## config.mk

```make
export PLATFORM = sky130hd
export DESIGN_NAME = arm64_immediate_op_encoder
export DESIGN_NICKNAME = d
export VERILOG_FILES = /design/src/hw/rtl/aioe_pkg.sv /design/src/hw/rtl/arm64_immediate_op_encoder.sv
export SDC_FILE = /design/constraint.sdc
export NUM_CORES = 1
export LEC_CHECK = 0
export ABC_AREA = 1
export BUFFER_PORTS_ARGS = -buffer_cell sky130_fd_sc_hd__clkbuf_2
export CORE_AREA = 2 2 153 155
export DETAILED_ROUTE_END_ITERATION = 8
export DIE_AREA = 0 0 155 157
export PLACE_DENSITY = 0.74
export SYNTH_ARGS = -nofsm -noshare
export SYNTH_HDL_FRONTEND = slang
export SYNTH_SLANG_ARGS = --single-unit
```

## constraint.sdc

```tcl
create_clock -name i_clk -period 20.2 [get_ports i_clk]
set_input_delay 1.01 -clock i_clk [delete_from_list [all_inputs] [get_ports i_clk]]
set_output_delay 1.01 -clock i_clk [all_outputs]
set_load 0.01 [all_outputs]
```

## src/hw/rtl/aioe_pkg.sv

```systemverilog
// ----------------------------------------------------------------------------
// aioe_pkg
// Types, opcodes and word builders for the immediate-operation encoder.
// ----------------------------------------------------------------------------
package aioe_pkg;

    // request modes
    localparam logic [1:0] MODE_SET = 2'd0;
    localparam logic [1:0] MODE_ADD = 2'd1;
    localparam logic [1:0] MODE_SUB = 2'd2;

    // wide-move kinds (opc field)
    localparam logic [1:0] MT_INVERT = 2'd0;
    localparam logic [1:0] MT_ZERO   = 2'd2;
    localparam logic [1:0] MT_KEEP   = 2'd3;

    localparam logic [31:0] MOV_BASE  = 32'h9280_0000;
    localparam logic [4:0]  TMP_REG   = 5'd17;
    localparam logic [7:0]  OP_ADD_I  = 8'h91;
    localparam logic [7:0]  OP_SUB_I  = 8'hd1;
    localparam logic [7:0]  OP_ADD_R  = 8'h8b;
    localparam logic [7:0]  OP_SUB_R  = 8'hcb;
    localparam logic [15:0] PART_ONES = 16'hffff;

    localparam int MAX_WORDS = 5;

    typedef struct packed {
        logic [1:0]  mode;
        logic [4:0]  dest_register;
        logic [63:0] immediate;
    } t_cmd;

    typedef struct packed {
        logic [31:0] instr_word;
        logic        last_word;
    } t_result;

    function automatic logic [31:0] f_wide_move(input logic [1:0]  kind,
                                                input logic [15:0] part,
                                                input logic [1:0]  level,
                                                input logic [4:0]  rd);
        logic [15:0] imm16;
        imm16 = (kind == MT_INVERT) ? ~part : part;
        return MOV_BASE | {1'b0, kind, 29'd0} | {9'd0, level, 21'd0}
             | {11'd0, imm16, 5'd0} | {27'd0, rd};
    endfunction

    function automatic logic [31:0] f_arith_imm(input logic [7:0]  opbyte,
                                                input logic [4:0]  rd,
                                                input logic [11:0] imm12,
                                                input logic        high);
        return {opbyte, 1'b0, high, imm12, rd, rd};
    endfunction

    function automatic logic [31:0] f_arith_reg(input logic [7:0] opbyte,
                                                input logic [4:0] rd);
        return {opbyte, 3'd0, TMP_REG, 6'd0, rd, rd};
    endfunction

endpackage

```

## src/hw/rtl/arm64_immediate_op_encoder.sv

```systemverilog
// ----------------------------------------------------------------------------
// arm64_immediate_op_encoder
// Turns a set/add/sub-immediate request into a sequence of 32-bit
// instruction words, one word per result beat.
// ----------------------------------------------------------------------------
// Usage:
//   A request is taken on i_cmd at a rising edge where start is high and
//   busy is low. Its words leave on o_result, one per cycle, each marked by
//   o_strobe for exactly one cycle; o_result.last_word flags the final word.
//   The receiver cannot stall, so words stream out without gaps.
// First word: with the result side idle, the first word passes the input
//   register, then the result register, before it is on the outputs; behind
//   a request still draining it follows that one's last word.
// Throughput: a request yielding n words (1..5) holds the result side until
//   its last word is out; a request in the unused mode yields nothing.
//   The next request is taken while the current one is still draining, so
//   requests yielding words follow each other with no idle cycles. The rate
//   is set by the single result port emitting one word per cycle.
// Reset: synchronous, active low; clears the input and buffer valid state
//   and the strobe. No request in flight survives reset.
// ----------------------------------------------------------------------------
module arm64_immediate_op_encoder (
    input  logic           i_clk,
    input  logic           i_rst_n,
    input  logic           start,
    output logic           busy,
    input  aioe_pkg::t_cmd i_cmd,
    output logic           o_strobe,
    output aioe_pkg::t_result o_result
);
    import aioe_pkg::*;

    localparam int BUF_DEPTH = MAX_WORDS - 1;

    t_cmd        r_in;
    logic        r_in_vld, n_in_vld;
    logic [31:0] r_buf [BUF_DEPTH];
    logic [31:0] n_buf [BUF_DEPTH];
    logic [2:0]  r_left, n_left;
    t_result     r_out, n_out;
    logic        r_strobe, n_strobe;

    logic [31:0] bw [4];
    logic [2:0]  bn;
    logic [31:0] w  [MAX_WORDS];
    logic [2:0]  cnt;
    logic        accept;

    assign busy   = r_in_vld && (r_left != 3'd0);
    assign accept = start && !busy;

    // build the MOVZ/MOVN/MOVK chain for the registered immediate
    always_comb begin
        logic        neg;
        logic [15:0] dflt;
        logic [1:0]  lead;
        logic [4:0]  rd;
        logic [15:0] part;
        neg  = r_in.immediate[63];
        dflt = neg ? PART_ONES : 16'd0;
        lead = neg ? MT_INVERT : MT_ZERO;
        rd   = (r_in.mode == MODE_SET) ? r_in.dest_register : TMP_REG;
        bn   = 3'd0;
        for (int k = 0; k < 4; k++) begin
            bw[k] = 32'd0;
        end
        for (int i = 0; i < 4; i++) begin
            part = r_in.immediate[16*i +: 16];
            if (part != dflt) begin
                bw[bn[1:0]] = f_wide_move((bn != 3'd0) ? MT_KEEP : lead, part, 2'(i), rd);
                bn = bn + 3'd1;
            end
        end
        if (bn == 3'd0) begin
            bw[0] = f_wide_move(lead, dflt, 2'd0, rd);
            bn    = 3'd1;
        end
    end

    // full word list for the request
    always_comb begin
        logic [7:0] op_i;
        logic [7:0] op_r;
        op_i = (r_in.mode == MODE_ADD) ? OP_ADD_I : OP_SUB_I;
        op_r = (r_in.mode == MODE_ADD) ? OP_ADD_R : OP_SUB_R;
        for (int k = 0; k < MAX_WORDS; k++) begin
            w[k] = 32'd0;
        end
        cnt = 3'd0;
        case (r_in.mode)
            MODE_SET: begin
                for (int k = 0; k < 4; k++) begin
                    w[k] = bw[k];
                end
                cnt = bn;
            end
            MODE_ADD, MODE_SUB: begin
                if (r_in.immediate[63:12] == 52'd0) begin
                    w[0] = f_arith_imm(op_i, r_in.dest_register,
                                       r_in.immediate[11:0], 1'b0);
                    cnt  = 3'd1;
                end else if (r_in.immediate[63:24] == 40'd0) begin
                    w[0] = f_arith_imm(op_i, r_in.dest_register,
                                       r_in.immediate[23:12], 1'b1);
                    w[1] = f_arith_imm(op_i, r_in.dest_register,
                                       r_in.immediate[11:0], 1'b0);
                    cnt  = (r_in.immediate[11:0] != 12'd0) ? 3'd2 : 3'd1;
                end else begin
                    for (int k = 0; k < 4; k++) begin
                        w[k] = bw[k];
                    end
                    w[bn] = f_arith_reg(op_r, r_in.dest_register);
                    cnt   = bn + 3'd1;
                end
            end
            default: begin
                cnt = 3'd0;
            end
        endcase
    end

    always_comb begin
        n_in_vld = r_in_vld;
        n_buf    = r_buf;
        n_left   = r_left;
        n_out    = r_out;
        n_strobe = 1'b0;
        if (r_left != 3'd0) begin
            // drain the buffer, one beat a cycle
            n_out.instr_word = r_buf[0];
            n_out.last_word  = (r_left == 3'd1);
            n_strobe         = 1'b1;
            for (int k = 0; k < BUF_DEPTH - 1; k++) begin
                n_buf[k] = r_buf[k + 1];
            end
            n_left = r_left - 3'd1;
        end else if (r_in_vld) begin
            // emit the first word now, hold the rest
            n_in_vld = 1'b0;
            if (cnt != 3'd0) begin
                n_out.instr_word = w[0];
                n_out.last_word  = (cnt == 3'd1);
                n_strobe         = 1'b1;
                for (int k = 0; k < BUF_DEPTH; k++) begin
                    n_buf[k] = w[k + 1];
                end
                n_left = cnt - 3'd1;
            end
        end
        if (accept) begin
            n_in_vld = 1'b1;
        end
    end

    always_ff @(posedge i_clk) begin
        if (!i_rst_n) begin
            r_in_vld <= 1'b0;
            r_left   <= 3'd0;
            r_strobe <= 1'b0;
        end else begin
            r_in_vld <= n_in_vld;
            r_left   <= n_left;
            r_strobe <= n_strobe;
        end
    end

    always_ff @(posedge i_clk) begin
        if (accept) begin
            r_in <= i_cmd;
        end
        r_buf <= n_buf;
        r_out <= n_out;
    end

    assign o_strobe = r_strobe;
    assign o_result = r_out;

    // words of one request leave back to back
    a_contiguous: assert property (@(posedge i_clk) disable iff (!i_rst_n)
        o_strobe && !o_result.last_word |=> o_strobe)
        else $error("gap inside a request's word sequence");

    a_buf_emits: assert property (@(posedge i_clk) disable iff (!i_rst_n)
        r_left != 3'd0 |=> o_strobe)
        else $error("buffered word not emitted");

    a_left_range: assert property (@(posedge i_clk) disable iff (!i_rst_n)
        r_left <= 3'(BUF_DEPTH))
        else $error("buffer count exceeds depth");

    a_accept_loads: assert property (@(posedge i_clk) disable iff (!i_rst_n)
        start && !busy |=> r_in_vld)
        else $error("accepted request not held");

    a_last_empties: assert property (@(posedge i_clk) disable iff (!i_rst_n)
        o_strobe && o_result.last_word |-> r_left == 3'd0)
        else $error("words left after last word");

endmodule
```

==> impl_results.md <==
* Clk pwr share at a little under a quarter
* Seq pwr share at 43.5%
* CTS Buffer Depth at 3
* GP Congestion at about 1
* Dpl ws at about 13000 ps
* Setup crit start: r_in[63]
* Switching Share at 37.2%
* Setup violators final at 0
* Multi-input gate area at roughly 0.0054 mm2
* Mapped Cells at approximately 1500
* Die X at roughly 160 um
* Top cells by area, synth: edfxtp_1, nand2_1, nand3_1
* Pint at around 1.1 mW
* Post-synthesis mux area share at less than 1%
* Root buf cell: clkbuf_16
* Grt peak-use layer: met2
* Grt met3 use at under 10%
* CTS resizes at 0
* CTS Buf Count at 23
* # DRC at 0
* Max rail drop VDD at between 0.1 and 0.15 mV
* Leakage at roughly 6.2 nW
* Status: finished, final reports clean
* RSZ-0062 raised after global routing: no
* Htree depth at 1
* Crit path DAT at about 8100 ps
* Synth cell types at 55
* CP max-delay cell: nand2_1
* Power share of the combinational group at between 30 and 40%
* CP Class: reg2reg
* M1 GR Usage at 46.9%
* Top Ports at 109
* Clk_skew at ~22 ps
* Largest net degree at the start of global routing at 77
* Routed via count at between 10000 and 15000
* First-pass GRT wire length at between 60000 and 70000 um
* PwrDens at ~130 mW/mm2
* Diodes inserted at 0
* Post-DRT Antenna Nets at 0
* Total power draw at approximately 1.8 mW
* I/O Buffers at about 110
* Placed cell areas at ~0.013 mm2
* Tmin final at a little under 8000 ps
* DP Cell Count at ~1800
* Area grow syn2layout at 11.5%
* Vias per cell at 5.89
* Slew at the pin closest to its max-slew limit at just over 1000 ps
* Post-CTS Setup Bufs at 0
* Crit-path most repeated cell: nand2_1
* Starting Density at approximately 55%
* Crit Path Max Fanout at 52
* Area share of and/or/nand/nor cells after synthesis at a little over a quarter
* Die height at approximately 160 um
* Final net count at ~1700
* Share of layout cells above drive strength 1 at a little over an eighth
* Core region area at 0.0225 mm2
* Achievable frequency at roughly 130 MHz
* GRT Total Usage at 33.6%
* Post-synthesis sequential area ratio at between 40% and 50%
* Post-synth top cells: nand2_1, edfxtp_1, inv_1, nor2_1, nand3_1
* Max-cap violations at 0
* Number of hold buffers added after CTS at 0
* Switch Pwr at ~0.65 mW
* Detailed Place HPWL at about 30000 um
* FILL cells at about 2000
* Hold Vio Cnt, Final at 0
* Max-slew violations at 0
* Slowest stage delay, CP at 670 ps
* Net count after synthesis at 1564
* Avg Cell Area, Syn at 8.36 um2
* DR iter-0 viols at roughly 1500
* Synth Area in Adders at approximately 2.2%
* Design area at approximately 0.014 mm2
* Final setup TNS at 0 ps
* Compound-Gate Fraction of Synth Area at under 10%
* Max_slew headroom at a little under a third
* Hold WC Path Type: reg2reg
* Synthesized flop and latch total at ~200
* FF+latch area at between 0.006 and 0.007 mm2
* Post-synth EDFFs at between 150 and 200
* Post-Layout Cell Count at 1859
* WL final at 40500 um
* Worst-path clk slew at approximately 60 ps
* Reg2reg start: r_in[63]
* Synth top area share at between 40% and 50%
* Crit path capture type: flip-flop
* Initial antenna violation count at 2
* Ys async rst share at 0%
* Clk_lat worst skew at 540 ps
* Met2 GRT Util at about half
* Avg WL per Cell at about 22 um
* Synth Flop Type: edfxtp_1
* Startpoint Class: flip-flop
* Hold Startpoint: r_buf[36]
* Ys Warns at 0
* PnR worst setup slack at 12460 ps
* Top-count cell post-synth: nand2_1
* Sink Count at 203
* Die area at roughly 0.024 mm2
* Critical Path RT at around 20000 ps
* Cell taking the most area after synthesis: edfxtp_1
* Largest family of logic cells by synthesized area: simple AND/OR/NAND/NOR gates
* Post-Synth XOR/XNOR Area at 4.61%
* CTS tree: built
* Final Util at 60.9%
* Number of global-route vias before repair at roughly 10000
* Drt pass-1 iters at 5
* GRT Residual Overflow at 0
* Hold WS at between 500 and 600 ps
* Site Rows at between 50 and 60
* Fin crit share at a little under two fifths
* Mapped cell area at 0.0123 mm2
## sequential cells by signal, indices dropped and copies added, names as in the netlist
signal and count:
o_result 33, o_strobe 1, r_buf 94, r_in 71
r_in_vld 1, r_left 3
## power groups by stage
stage	combinational [mW]	sequential, mW	clock [mW]
5_1_grt	0.627	0.775	0.441
4_1_cts	0.561	0.761	0.424
6_report	0.572	0.765	0.422
2_1_floorplan	0.351	0.779	0
3_5_place_dp	0.558	0.769	0
3_3_place_gp	0.546	0.766	0
## critical path: cells and delay by family, from the launching register on
kind	cells	cell delay, ps
compound gates	5	930
fa+ha+maj	5	1090
flops	1	320
buf+inv	12	2580
simple gates	15	2650
## final timing paths
kind                     to  slack [ps]  cells after the start
setup / recovery  r_buf[78]       12460                     37
hold / removal    r_buf[68]         510                      2
setup reg to reg  r_buf[78]       12460                     37
hold reg to reg   r_buf[68]         510                      2
## layer usage
| layer | part of all wire, % | wire length [um] | vias to the layer above |
|---|---|---|---|
| met3 | 12 | 4690 | 114 |
| met2 | 43 | 17400 | 710 |
| met5 | 0 | 0 | - |
| li1 | - | - | 5091 |
| met1 | 41 | 16700 | 5031 |
| met4 | 4.4 | 1800 | 0 |
## cell families (layout without fill, tap and decap cells)
family | count (synthesis) | count (layout)
AO/OA/AOI/OAI | 211 | 211
AND/OR/NAND/NOR | 773 | 773
other | 1 | 1
buffers and inverters | 197 | 302
flip-flops | 203 | 203
XOR/XNOR | 62 | 62
multiplexers | 1 | 1
adder cells (fa/ha/maj) | 21 | 21
## area by class of cell
type	count	share of cell area, %
inverters	142	3.95
flip-flops and latches	203	44.2
clock buffers	26	4.29
multi-input cells	1069	39.3
clock inverters	16	1.22
well taps	285	2.60
repair buffers	118	4.50
## cells in the final DEF, fill, tap and decap left out, types with 4 or more instances in the layout
cell type and instances:
clkinv_2 5, inv_1 128, nand4_1 15, nand3_2 5, o21ai_0 89, dfxtp_1 5
o2111ai_1 6, a22oi_1 7, nand3_1 102, o22ai_1 9, inv_2 9, o211ai_1 18
clkbuf_16 23, ha_1 20, edfxtp_1 198, xnor2_1 29, a211oi_1 6, nor4_1 5
xor2_1 30, clkinv_1 5, buf_4 10, nand2_1 477, or2_2 5, a21oi_1 34
clkbuf_2 108, nor2_1 124, nor2_2 4, a31oi_1 10, nand2_2 10, o21ai_1 18
nor3_1 10, nand2_4 6
(Power assumes the default switching activity.)
